--- config.mk ---
export PLATFORM = sky130hd
export DESIGN_NAME = dns_query_responder
export DESIGN_NICKNAME = d
export VERILOG_FILES = /design/src/rtl/dqr_pkg.sv /design/src/rtl/dqr_csr.sv /design/src/rtl/dqr_ctrl.sv /design/src/rtl/dqr_datapath.sv /design/src/rtl/dns_query_responder.sv
export SDC_FILE = /design/constraint.sdc
export NUM_CORES = 1
export LEC_CHECK = 0
export BUFFER_PORTS_ARGS = -buffer_cell sky130_fd_sc_hd__buf_2
export CORE_ASPECT_RATIO = 0.6
export CORE_UTILIZATION = 40
export CTS_CLUSTER_DIAMETER = 30
export CTS_CLUSTER_SIZE = 28
export DETAILED_ROUTE_END_ITERATION = 16
export PLACE_DENSITY = 0.65
export SYNTH_ARGS = -nofsm -noshare
export SYNTH_HDL_FRONTEND = slang
export SYNTH_SLANG_ARGS = --single-unit
--- constraint.sdc ---
create_clock -name clock -period 5.8 [get_ports clock]
set_clock_uncertainty 0.05 [all_clocks]
set_input_delay 1.45 -clock clock [delete_from_list [all_inputs] [get_ports clock]]
set_output_delay 1.45 -clock clock [all_outputs]
set_load 0.1 [all_outputs]
--- src/rtl/dqr_pkg.sv ---
// Shared types and constants for the DNS query responder.
// Used by the CSR block, controller, datapath and top level.
package dqr_pkg;

   localparam int NAME_MAX_LEN  = 128;
   localparam int MAX_QUESTIONS = 16;
   localparam int REQ_MAX_LEN   = 128;
   localparam int HDR_BYTES     = 12;
   localparam int TAIL_BYTES    = 4;
   localparam int ANSWER_BYTES  = 16;

   localparam int CNT_W  = $clog2(REQ_MAX_LEN + 1);
   localparam int QI_W   = $clog2(MAX_QUESTIONS + 1);
   localparam int QA_W   = (MAX_QUESTIONS > 1) ? $clog2(MAX_QUESTIONS) : 1;
   localparam int NL_W   = $clog2(NAME_MAX_LEN + 1);
   localparam int SUM_W  = NL_W + 2;
   localparam int TOT_W  = CNT_W + QI_W + 4;
   localparam int HA_W   = $clog2(HDR_BYTES);
   localparam int IDX_W  = (QI_W > HA_W) ? QI_W : HA_W;
   localparam int RML_W  = 13;

   localparam logic [15:0] PTR_MARK     = 16'hC000;
   localparam logic [7:0]  HDR_OPC_BITS = 8'h78;
   localparam logic [7:0]  QR_BIT       = 8'h80;
   localparam logic [15:0] TYPE_A       = 16'd1;
   localparam logic [2:0]  ADDR_LEN_A   = 3'd4;

   localparam logic [1:0] KIND_ECHO   = 2'd0;
   localparam logic [1:0] KIND_ANSWER = 2'd1;
   localparam logic [1:0] KIND_DONE   = 2'd2;
   localparam logic [1:0] KIND_DROP   = 2'd3;

   typedef enum logic [1:0] {
      REG_ANSWER_IP     = 2'd0,
      REG_TTL_SECONDS   = 2'd1,
      REG_REPLY_MAX_LEN = 2'd2
   } reg_index_type;

   typedef enum logic [5:0] {
      ST_IDLE = 6'b000001,
      ST_HDR  = 6'b000010,
      ST_ECHO = 6'b000100,
      ST_LCHK = 6'b001000,
      ST_ANS  = 6'b010000,
      ST_STAT = 6'b100000
   } state_type;

   typedef enum logic [2:0] {
      PH_HEADER = 3'd0,
      PH_LEN    = 3'd1,
      PH_LABEL  = 3'd2,
      PH_TAIL   = 3'd3,
      PH_TRAIL  = 3'd4
   } phase_type;

   typedef enum logic [1:0] {
      SEL_HDR  = 2'd0,
      SEL_ECHO = 2'd1,
      SEL_ANS  = 2'd2,
      SEL_STAT = 2'd3
   } out_sel_type;

   typedef struct packed {
      logic [31:0]      answer_ip;
      logic [31:0]      ttl_seconds;
      logic [RML_W-1:0] reply_max_len;
   } cfg_type;

   typedef struct packed {
      logic        accept;
      logic        idx_clr;
      logic        idx_inc;
      logic        clear;
      out_sel_type sel;
   } cmd_type;

   typedef struct packed {
      logic hdr;
      logic echo;
      logic last_in;
      logic last_held;
      logic fail;
      logic has_q;
      logic hdr_end;
      logic ans_end;
   } status_type;

   typedef struct packed {
      logic [1:0]  kind;
      logic [7:0]  data_byte;
      logic [15:0] answer_pointer;
      logic [15:0] answer_type;
      logic [15:0] answer_class;
      logic [31:0] answer_ttl;
      logic [2:0]  answer_addr_len;
      logic [31:0] answer_address;
      logic [15:0] reply_length;
      logic        last;
   } rsp_type;

endpackage

--- src/rtl/dqr_csr.sv ---
// Configuration registers behind the APB-style port.
// Depends on dqr_pkg.
module dqr_csr (
   input  logic             clock,
   input  logic             reset,
   input  logic             csr_psel,
   input  logic             csr_penable,
   input  logic             csr_pwrite,
   input  logic [3:0]       csr_paddr,
   input  logic [31:0]      csr_pwdata,
   output logic [31:0]      csr_prdata,
   output logic             csr_pready,
   output dqr_pkg::cfg_type cfg
);
   import dqr_pkg::*;

   cfg_type       cfg_ff, cfg_in;
   reg_index_type reg_idx;
   logic          wr_en;

   assign csr_pready = 1'b1;
   assign reg_idx    = reg_index_type'(csr_paddr[3:2]);
   assign wr_en      = csr_psel & csr_penable & csr_pwrite & csr_pready;
   assign cfg        = cfg_ff;

   always_comb begin
      cfg_in = cfg_ff;
      if (wr_en) begin
         case (reg_idx)
            REG_ANSWER_IP:     cfg_in.answer_ip     = csr_pwdata;
            REG_TTL_SECONDS:   cfg_in.ttl_seconds   = csr_pwdata;
            REG_REPLY_MAX_LEN: cfg_in.reply_max_len = csr_pwdata[RML_W-1:0];
            default: ;
         endcase
      end
   end

   always_comb begin
      case (reg_idx)
         REG_ANSWER_IP:     csr_prdata = cfg_ff.answer_ip;
         REG_TTL_SECONDS:   csr_prdata = cfg_ff.ttl_seconds;
         REG_REPLY_MAX_LEN: csr_prdata = {{(32-RML_W){1'b0}}, cfg_ff.reply_max_len};
         default:           csr_prdata = 32'd0;
      endcase
   end

   always_ff @(posedge clock) begin
      if (reset) begin
         cfg_ff.answer_ip     <= 32'd3232236545;
         cfg_ff.ttl_seconds   <= 32'd300;
         cfg_ff.reply_max_len <= RML_W'(512);
      end else begin
         cfg_ff <= cfg_in;
      end
   end

endmodule

--- src/rtl/dqr_ctrl.sv ---
// Controller state machine: request intake and result sequencing.
// Depends on dqr_pkg; drives the datapath through cmd_type.
module dqr_ctrl (
   input  logic                clock,
   input  logic                reset,
   input  logic                req_tvalid,
   output logic                req_tready,
   output logic                rsp_tvalid,
   input  logic                rsp_tready,
   input  dqr_pkg::status_type status,
   output dqr_pkg::cmd_type    cmd
);
   import dqr_pkg::*;

   state_type state_ff, state_in;
   logic      take;

   assign req_tready = (state_ff == ST_IDLE);
   assign rsp_tvalid = (state_ff == ST_HDR) || (state_ff == ST_ECHO) ||
                       (state_ff == ST_ANS) || (state_ff == ST_STAT);
   assign take       = rsp_tvalid & rsp_tready;

   always_comb begin
      state_in    = state_ff;
      cmd.accept  = req_tvalid & req_tready;
      cmd.idx_clr = 1'b0;
      cmd.idx_inc = 1'b0;
      cmd.clear   = 1'b0;
      cmd.sel     = SEL_ECHO;
      case (state_ff)
         ST_IDLE: begin
            if (cmd.accept) begin
               if (status.hdr)          state_in = ST_HDR;
               else if (status.echo)    state_in = ST_ECHO;
               else if (status.last_in) state_in = ST_LCHK;
            end
         end
         ST_HDR: begin
            cmd.sel = SEL_HDR;
            if (take) begin
               if (status.hdr_end) state_in = status.last_held ? ST_LCHK : ST_IDLE;
               else                cmd.idx_inc = 1'b1;
            end
         end
         ST_ECHO: begin
            cmd.sel = SEL_ECHO;
            if (take) state_in = status.last_held ? ST_LCHK : ST_IDLE;
         end
         ST_LCHK: begin
            cmd.idx_clr = 1'b1;
            state_in    = (!status.fail && status.has_q) ? ST_ANS : ST_STAT;
         end
         ST_ANS: begin
            cmd.sel = SEL_ANS;
            if (take) begin
               if (status.ans_end) state_in = ST_STAT;
               else                cmd.idx_inc = 1'b1;
            end
         end
         ST_STAT: begin
            cmd.sel = SEL_STAT;
            if (take) begin
               cmd.clear = 1'b1;
               state_in  = ST_IDLE;
            end
         end
         default: state_in = ST_IDLE;
      endcase
   end

   always_ff @(posedge clock) begin
      if (reset) state_ff <= ST_IDLE;
      else       state_ff <= state_in;
   end

   a_no_overlap: assert property (@(posedge clock) disable iff (reset)
      req_tready |-> !rsp_tvalid)
      else $error("request taken while a result is pending");

   a_stat_to_idle: assert property (@(posedge clock) disable iff (reset)
      (state_ff == ST_STAT && rsp_tready) |=> req_tready)
      else $error("status taken but intake not reopened");

   a_ans_has_q: assert property (@(posedge clock) disable iff (reset)
      (state_ff == ST_ANS) |-> (status.has_q && !status.fail))
      else $error("answer emitted without questions or after a failure");

   a_hdr_after_accept: assert property (@(posedge clock) disable iff (reset)
      (cmd.accept && status.hdr) |=> (state_ff == ST_HDR))
      else $error("header completion did not start header output");

endmodule

--- src/rtl/dqr_datapath.sv ---
// Datapath: header hold, question walker, question stores and result fields.
// Depends on dqr_pkg; commanded by dqr_ctrl.
module dqr_datapath (
   input  logic                clock,
   input  logic                reset,
   input  logic [7:0]          req_byte,
   input  logic                req_last,
   input  dqr_pkg::cfg_type    cfg,
   input  dqr_pkg::cmd_type    cmd,
   output dqr_pkg::status_type status,
   output dqr_pkg::rsp_type    rsp
);
   import dqr_pkg::*;

   logic [7:0]       hold_ff [HDR_BYTES];
   logic [CNT_W-1:0] off_ff  [MAX_QUESTIONS];
   logic [15:0]      type_ff [MAX_QUESTIONS];
   logic [15:0]      class_ff[MAX_QUESTIONS];

   logic [CNT_W-1:0] count_ff, count_in;
   logic [QI_W-1:0]  qt_ff, qt_in;
   logic [QI_W-1:0]  qi_ff, qi_in;
   phase_type        phase_ff, phase_in;
   logic [7:0]       ll_ff, ll_in;
   logic [NL_W-1:0]  nl_ff, nl_in;
   logic [31:0]      cap_ff, cap_in;
   logic             drop_ff, drop_in;
   logic [IDX_W-1:0] idx_ff, idx_in;
   logic [7:0]       echo_ff;
   logic             last_ff;

   logic             hold_we, hdr_fix, q_we, off_we;
   logic [HA_W-1:0]  hold_wa;
   logic [QA_W-1:0]  q_wa, off_wa;
   logic [CNT_W-1:0] off_wd;
   logic [31:0]      cap_new;
   logic [15:0]      qd;
   logic [SUM_W-1:0] name_sum;
   logic [QI_W-1:0]  qi_next;
   logic             body_drop, st_hdr, st_echo;
   logic [TOT_W-1:0] total;
   logic [QA_W-1:0]  ans_a;
   logic             fail;

   assign qd      = {hold_ff[4], hold_ff[5]};
   assign cap_new = {cap_ff[23:0], req_byte};
   assign qi_next = qi_ff + 1'b1;
   assign name_sum = SUM_W'(nl_ff) + SUM_W'(req_byte) + 1'b1;

   always_comb begin
      count_in  = count_ff;
      qt_in     = qt_ff;
      qi_in     = qi_ff;
      phase_in  = phase_ff;
      ll_in     = ll_ff;
      nl_in     = nl_ff;
      cap_in    = cap_ff;
      drop_in   = drop_ff;
      hold_we   = 1'b0;
      hold_wa   = count_ff[HA_W-1:0];
      hdr_fix   = 1'b0;
      q_we      = 1'b0;
      q_wa      = qi_ff[QA_W-1:0];
      off_we    = 1'b0;
      off_wa    = qi_next[QA_W-1:0];
      off_wd    = count_ff + 1'b1;
      body_drop = 1'b0;
      st_hdr    = 1'b0;
      st_echo   = 1'b0;
      if (cmd.clear) begin
         count_in = '0;
         qt_in    = '0;
         qi_in    = '0;
         phase_in = PH_HEADER;
         ll_in    = '0;
         nl_in    = '0;
         cap_in   = '0;
         drop_in  = 1'b0;
      end else if (cmd.accept && !drop_ff) begin
         if (count_ff >= CNT_W'(REQ_MAX_LEN)) begin
            drop_in = 1'b1;
         end else if (phase_ff == PH_HEADER) begin
            hold_we  = 1'b1;
            count_in = count_ff + 1'b1;
            if (count_ff == CNT_W'(HDR_BYTES - 1)) begin
               if ((hold_ff[2] & HDR_OPC_BITS) != 8'd0 || qd > 16'(MAX_QUESTIONS)) begin
                  drop_in = 1'b1;
               end else begin
                  hdr_fix  = 1'b1;
                  st_hdr   = 1'b1;
                  qt_in    = qd[QI_W-1:0];
                  qi_in    = '0;
                  nl_in    = '0;
                  phase_in = (qd == 16'd0) ? PH_TRAIL : PH_LEN;
                  off_we   = 1'b1;
                  off_wa   = '0;
                  off_wd   = CNT_W'(HDR_BYTES);
               end
            end
         end else begin
            case (phase_ff)
               PH_LEN: begin
                  if (req_byte == 8'd0) begin
                     cap_in   = '0;
                     ll_in    = 8'(TAIL_BYTES);
                     phase_in = PH_TAIL;
                  end else if (name_sum > SUM_W'(NAME_MAX_LEN)) begin
                     body_drop = 1'b1;
                  end else begin
                     nl_in    = name_sum[NL_W-1:0];
                     ll_in    = req_byte;
                     phase_in = PH_LABEL;
                  end
               end
               PH_LABEL: begin
                  ll_in = ll_ff - 1'b1;
                  if (ll_ff == 8'd1) phase_in = PH_LEN;
               end
               PH_TAIL: begin
                  cap_in = cap_new;
                  ll_in  = ll_ff - 1'b1;
                  if (ll_ff == 8'd1) begin
                     q_we  = 1'b1;
                     qi_in = qi_next;
                     if (qi_next >= qt_ff) begin
                        phase_in = PH_TRAIL;
                     end else begin
                        off_we   = 1'b1;
                        nl_in    = '0;
                        phase_in = PH_LEN;
                     end
                  end
               end
               default: ;
            endcase
            if (body_drop) begin
               drop_in = 1'b1;
            end else begin
               count_in = count_ff + 1'b1;
               st_echo  = 1'b1;
            end
         end
      end
   end

   always_comb begin
      if (cmd.accept || cmd.idx_clr) idx_in = '0;
      else if (cmd.idx_inc)          idx_in = idx_ff + 1'b1;
      else                           idx_in = idx_ff;
   end

   always_ff @(posedge clock) begin
      if (reset) begin
         count_ff <= '0;
         qt_ff    <= '0;
         qi_ff    <= '0;
         phase_ff <= PH_HEADER;
         ll_ff    <= '0;
         nl_ff    <= '0;
         cap_ff   <= '0;
         drop_ff  <= 1'b0;
         idx_ff   <= '0;
         last_ff  <= 1'b0;
      end else begin
         count_ff <= count_in;
         qt_ff    <= qt_in;
         qi_ff    <= qi_in;
         phase_ff <= phase_in;
         ll_ff    <= ll_in;
         nl_ff    <= nl_in;
         cap_ff   <= cap_in;
         drop_ff  <= drop_in;
         idx_ff   <= idx_in;
         if (cmd.accept) last_ff <= req_last;
      end
   end

   always_ff @(posedge clock) begin
      if (cmd.accept) echo_ff <= req_byte;
      if (hold_we) hold_ff[hold_wa] <= req_byte;
      if (hdr_fix) begin
         hold_ff[2] <= hold_ff[2] | QR_BIT;
         hold_ff[6] <= hold_ff[4];
         hold_ff[7] <= hold_ff[5];
      end
      if (off_we) off_ff[off_wa] <= off_wd;
      if (q_we) begin
         type_ff[q_wa]  <= cap_new[31:16];
         class_ff[q_wa] <= cap_new[15:0];
      end
   end

   assign total = TOT_W'(count_ff) + TOT_W'({qt_ff, 4'b0000});
   assign fail  = drop_ff || (phase_ff != PH_TRAIL) ||
                  (total > TOT_W'(cfg.reply_max_len));
   assign ans_a = idx_ff[QA_W-1:0];

   assign status.hdr       = st_hdr;
   assign status.echo      = st_echo;
   assign status.last_in   = req_last;
   assign status.last_held = last_ff;
   assign status.fail      = fail;
   assign status.has_q     = (qt_ff != '0);
   assign status.hdr_end   = (idx_ff == IDX_W'(HDR_BYTES - 1));
   assign status.ans_end   = (idx_ff == IDX_W'(qt_ff - 1'b1));

   always_comb begin
      rsp = '0;
      case (cmd.sel)
         SEL_HDR: begin
            rsp.kind      = KIND_ECHO;
            rsp.data_byte = hold_ff[idx_ff[HA_W-1:0]];
         end
         SEL_ECHO: begin
            rsp.kind      = KIND_ECHO;
            rsp.data_byte = echo_ff;
         end
         SEL_ANS: begin
            rsp.kind = KIND_ANSWER;
            if (type_ff[ans_a] == TYPE_A) begin
               rsp.answer_pointer  = PTR_MARK | 16'(off_ff[ans_a]);
               rsp.answer_type     = type_ff[ans_a];
               rsp.answer_class    = class_ff[ans_a];
               rsp.answer_ttl      = cfg.ttl_seconds;
               rsp.answer_addr_len = ADDR_LEN_A;
               rsp.answer_address  = cfg.answer_ip;
            end
         end
         SEL_STAT: begin
            rsp.last = 1'b1;
            if (fail) begin
               rsp.kind = KIND_DROP;
            end else begin
               rsp.kind         = KIND_DONE;
               rsp.reply_length = 16'(total);
            end
         end
         default: ;
      endcase
   end

endmodule

--- src/rtl/dns_query_responder.sv ---
// DNS query responder top level. Header bytes and bytes after a drop are taken back to back;
// any other byte is accepted and then echoed before the next is taken; rsp_tready can stall.
// The byte that completes the header gives 12 results, one per cycle barring rsp_tready stalls;
// the last byte leads to a check state, then one answer per question (up to 16) unless the
// request failed, and a status. No byte is taken while results are pending.
// Synchronous reset clears control state and loads register defaults.
module dns_query_responder (
   input  logic          clock,
   input  logic          reset,
   input  logic          req_tvalid,
   output logic          req_tready,
   input  logic [7:0]    req_tdata,   // [7:0] req_byte
   input  logic          req_tlast,
   output logic          rsp_tvalid,
   input  logic          rsp_tready,
   // [7:0] data_byte, [23:8] answer_pointer, [39:24] answer_type,
   // [55:40] answer_class, [87:56] answer_ttl, [90:88] answer_addr_len,
   // [122:91] answer_address, [138:123] reply_length, [143:139] zero
   output logic [143:0]  rsp_tdata,
   output logic [1:0]    rsp_tuser,   // [1:0] kind
   output logic          rsp_tlast,
   input  logic          csr_psel,
   input  logic          csr_penable,
   input  logic          csr_pwrite,
   input  logic [3:0]    csr_paddr,
   input  logic [31:0]   csr_pwdata,
   output logic [31:0]   csr_prdata,
   output logic          csr_pready
);
   import dqr_pkg::*;

   cfg_type    cfg;
   cmd_type    cmd;
   status_type status;
   rsp_type    rsp;

   dqr_csr u_csr (
      .clock       (clock),
      .reset       (reset),
      .csr_psel    (csr_psel),
      .csr_penable (csr_penable),
      .csr_pwrite  (csr_pwrite),
      .csr_paddr   (csr_paddr),
      .csr_pwdata  (csr_pwdata),
      .csr_prdata  (csr_prdata),
      .csr_pready  (csr_pready),
      .cfg         (cfg)
   );

   dqr_ctrl u_ctrl (
      .clock      (clock),
      .reset      (reset),
      .req_tvalid (req_tvalid),
      .req_tready (req_tready),
      .rsp_tvalid (rsp_tvalid),
      .rsp_tready (rsp_tready),
      .status     (status),
      .cmd        (cmd)
   );

   dqr_datapath u_datapath (
      .clock    (clock),
      .reset    (reset),
      .req_byte (req_tdata),
      .req_last (req_tlast),
      .cfg      (cfg),
      .cmd      (cmd),
      .status   (status),
      .rsp      (rsp)
   );

   assign rsp_tdata = {5'b00000, rsp.reply_length, rsp.answer_address, rsp.answer_addr_len,
                       rsp.answer_ttl, rsp.answer_class, rsp.answer_type,
                       rsp.answer_pointer, rsp.data_byte};
   assign rsp_tuser = rsp.kind;
   assign rsp_tlast = rsp.last;

endmodule
==> results.md <==
* Most common cell after layout, fill and taps aside: edfxtp_1
* Reg-to-Reg Start: u_datapath.hold_ff[2][4]$_DFFE_PP_
* CTS tree: done
* Pin count of the biggest net entering global routing at 89
* Status: finished, final reports clean
* Crit path capture type: output port
* Critical path data arrival time at 4120 ps
* Worst reg2reg setup slack at 1810 ps
* Static Leakage at 0.0155 uW
* Share of layout cells above drive strength 1 at 24.6%
* Clk root buf: clkbuf_16
* Number of global-route vias before repair at 21600
* Worst Hold Class: register to register
* Reg2reg end: u_datapath.off_ff[0][1]$_DFFE_PP_
* Final ANT Viol Nets at 0
* Setup TNS at 0 ps
* Footprint of the multi-input gates at 10500 um2
* Nets@finish at 2743
* Slew Limit Fails at 0
* Most frequent cells in the layout: 743 x edfxtp_1, 223 x nand2_1, 160 x nor2_1
* Final Cycle Share at 96.8%
* Cell count of the worst hold path at 2
* Remaining DRCs at 0
* Rows at 85
* HPWL Detailed at 56800 um
* Worst slack, placed at 616 ps
* Tmin final at 5620 ps
* Post-synth ARST share at 0%
* Worst slew margin at 11.5%
* Final GP Congestion at 0.866
* Fin util at 49.8%
* Port-buffer cells at 196
* # IOs at 234
* Synthesized area at 36600 um2
* Wirelength per Cell at 22.6 um
* H-tree depth reported by CTS at 3
* Seq/Total Area, Yosys at 69.5%
* WL final at 89800 um
* Worst Path Required at 4300 ps
* Pwr per Cell Area at 349 nW/um2
* Setup violations, final at 0
* Die width at 393 um
* DR vias/cell at 5.49
* TritonRoute pass-1 iters at 5
* Clk_lat worst skew at 710 ps
* Worst-Margin Slew at 1320 ps
* Initial antenna violation count at 1
* Hold_sp: u_datapath.nl_ff[0]$_SDFFE_PP0P_
* Via count at 21800
* First-iteration detailed-routing DRC count at 1979
* Synthesized flop and latch total at 899
* Highest clock rate at 178 MHz
* Setup CP Type: register to output port
* Hold Path End: u_datapath.nl_ff[0]$_SDFFE_PP0P_
* Die Y at 236 um
* Synthesized area per cell at 15.3 um2
* Worst-path fanout max at 7
* PnR worst setup slack at 184 ps
* Max Buffers Root-to-Sink at 3
* Max-cap viol count at 0
* Unrepaired setup endpoints after global routing: no
* Warnings from Yosys at 0
* First-pass GRT wire length at 135000 um
* Die area at 92800 um2
* CTS Buf Count at 117
* Seq. cell area at 25400 um2
* GR Overflow Total at 0
* Syn Inst Count at 2389
* Worst r2r path cells at 6
* Starting utilization of the core area at 40.6%
* Maximum vdd drop at 0.252 mV
* CTS clk-pin slew, worst paths at 60 ps
* Hold Fails Final Rpt at 0
* CP Launch Type: register
* Clk sinks at 899
* Fill cell total of the finished layout at 7446
* Core area at 90200 um2
* Area growth syn-to-layout at 22.8%
* Synth unique cells at 86
* Number of synthesized flops with an enable pin at 743
* Predominant post-synthesis flop cell: edfxtp_1
* GRT Total Usage at 19.5%
==> kinds of logic after synthesis <==
logic type	count (synthesis)	synth area share, %
other cells	2	0.0205
fa+ha+maj	43	1.51
xor+xnor	32	0.766
buf+inv	194	2.49
compound gates	288	5.18
mux	204	10.5
simple gates	727	10.0
flops	899	69.5
==> stage by stage <==
step / cells / hold WS (ps) / cell area (um2) / total power [uW]
after detailed placement: 3745 / 399 / 40500 / 8080
after floorplan: 2422 / 383 / 36700 / 7860
final: 3971 / 414 / 44900 / 15700
after CTS: 3969 / 415 / 44900 / 15800
after global routing: 3970 / 435 / 44900 / 16200
after global placement: 3745 / 396 / 40500 / 8060
==> state kept, by name (all words and copies together) (netlist names), 6 cells and up, named ones only <==
signal / cells
u_datapath.hold_ff: 96
u_datapath.class_ff: 256
u_datapath.echo_ff: 8
u_datapath.count_ff: 8
u_ctrl.state_ff: 6
u_datapath.ll_ff: 8
u_csr.cfg: 77
u_datapath.type_ff: 256
u_datapath.off_ff: 128
u_datapath.nl_ff: 8
u_datapath.cap_ff: 24
==> how the worst max path moves through the flow <==
| stage | from | cells after the start | to |
|---|---|---|---|
| 6_report | u_datapath.count_ff[4]$_SDFFE_PP0P_ | 13 | rsp_tdata[128] |
| 5_1_grt | u_datapath.count_ff[4]$_SDFFE_PP0P_ | 13 | rsp_tdata[128] |
| 4_1_cts | u_datapath.count_ff[4]$_SDFFE_PP0P_ | 13 | rsp_tdata[126] |
| 3_5_place_dp | u_datapath.count_ff[4]$_SDFFE_PP0P_ | 14 | rsp_tdata[124] |
| 3_3_place_gp | u_datapath.count_ff[4]$_SDFFE_PP0P_ | 14 | rsp_tdata[123] |
| 2_1_floorplan | csr_paddr[2] | 3 | csr_prdata[0] |
==> routing by layer <==
layer  up-vias  routed length, um  GRT usage [%]
li1       9638                  -              -
met1     11200              40000           28.3
met2       810              42100           30.0
met3       127               6180           3.87
met4         0               1590           4.76
met5         -                  0              0
==> synth_stat cells, types with 16 or more instances <==
| cell | n | area share (%) |
|---|---|---|
| edfxtp_1 | 743 | 61 |
| nand2_1 | 224 | 2.3 |
| nor2_1 | 174 | 1.8 |
| dfxtp_1 | 156 | 8.5 |
| mux4_2 | 143 | 8.8 |
| and2_1 | 109 | 1.9 |
| a21oi_1 | 108 | 1.5 |
| clkbuf_1 | 86 | 0.88 |
| mux2i_1 | 60 | 1.6 |
| o21ai_0 | 42 | 0.57 |
| ha_1 | 41 | 1.4 |
| buf_4 | 40 | 0.82 |
| inv_1 | 35 | 0.36 |
| nor4_1 | 32 | 0.55 |
| nor3_1 | 30 | 0.41 |
| a22oi_1 | 26 | 0.53 |
| buf_1 | 22 | 0.23 |
| nand2b_1 | 21 | 0.36 |
| xor2_1 | 20 | 0.48 |
| nand3_1 | 19 | 0.26 |
| or4_1 | 18 | 0.37 |
| and3_1 | 17 | 0.29 |
| nand3b_1 | 16 | 0.33 |
==> power breakdown <==
part	switching [uW]	internal, uW	total [uW]
clock network	3000	4740	7740
logic	704	177	882
registers	41.4	7040	7080
==> critical path, stage by stage (launching register included) <==
cell      delay [ps]
dfxtp_1          370
ha_1             240
fa_1             410
a21o_1           200
a21oi_1          160
xnor2_1          120
ha_1             310
nand4_1          140
nor3_1           230
a21oi_1          120
a311oi_2         310
buf_4            190
and3_1           170
buf_2            450
==> repair_timing <==
action	in CTS	in global routing
pin swaps	1	1
endpoints found under the setup margin	69	92
gates resized for setup	6	12
buffers inserted	1	1
hold buffers	0	0
==> area by class of cell <==
class,instances,area share [%]
diodes,1,0.00557
clock buffers,133,6.96
clock inverters,90,2.68
inverters,35,0.292
multi-input cells,1329,23.5
flip-flops and latches,899,56.6
well taps,1218,3.39
repair buffers,266,6.56
Note: power is estimated with default switching activity, not from simulation.
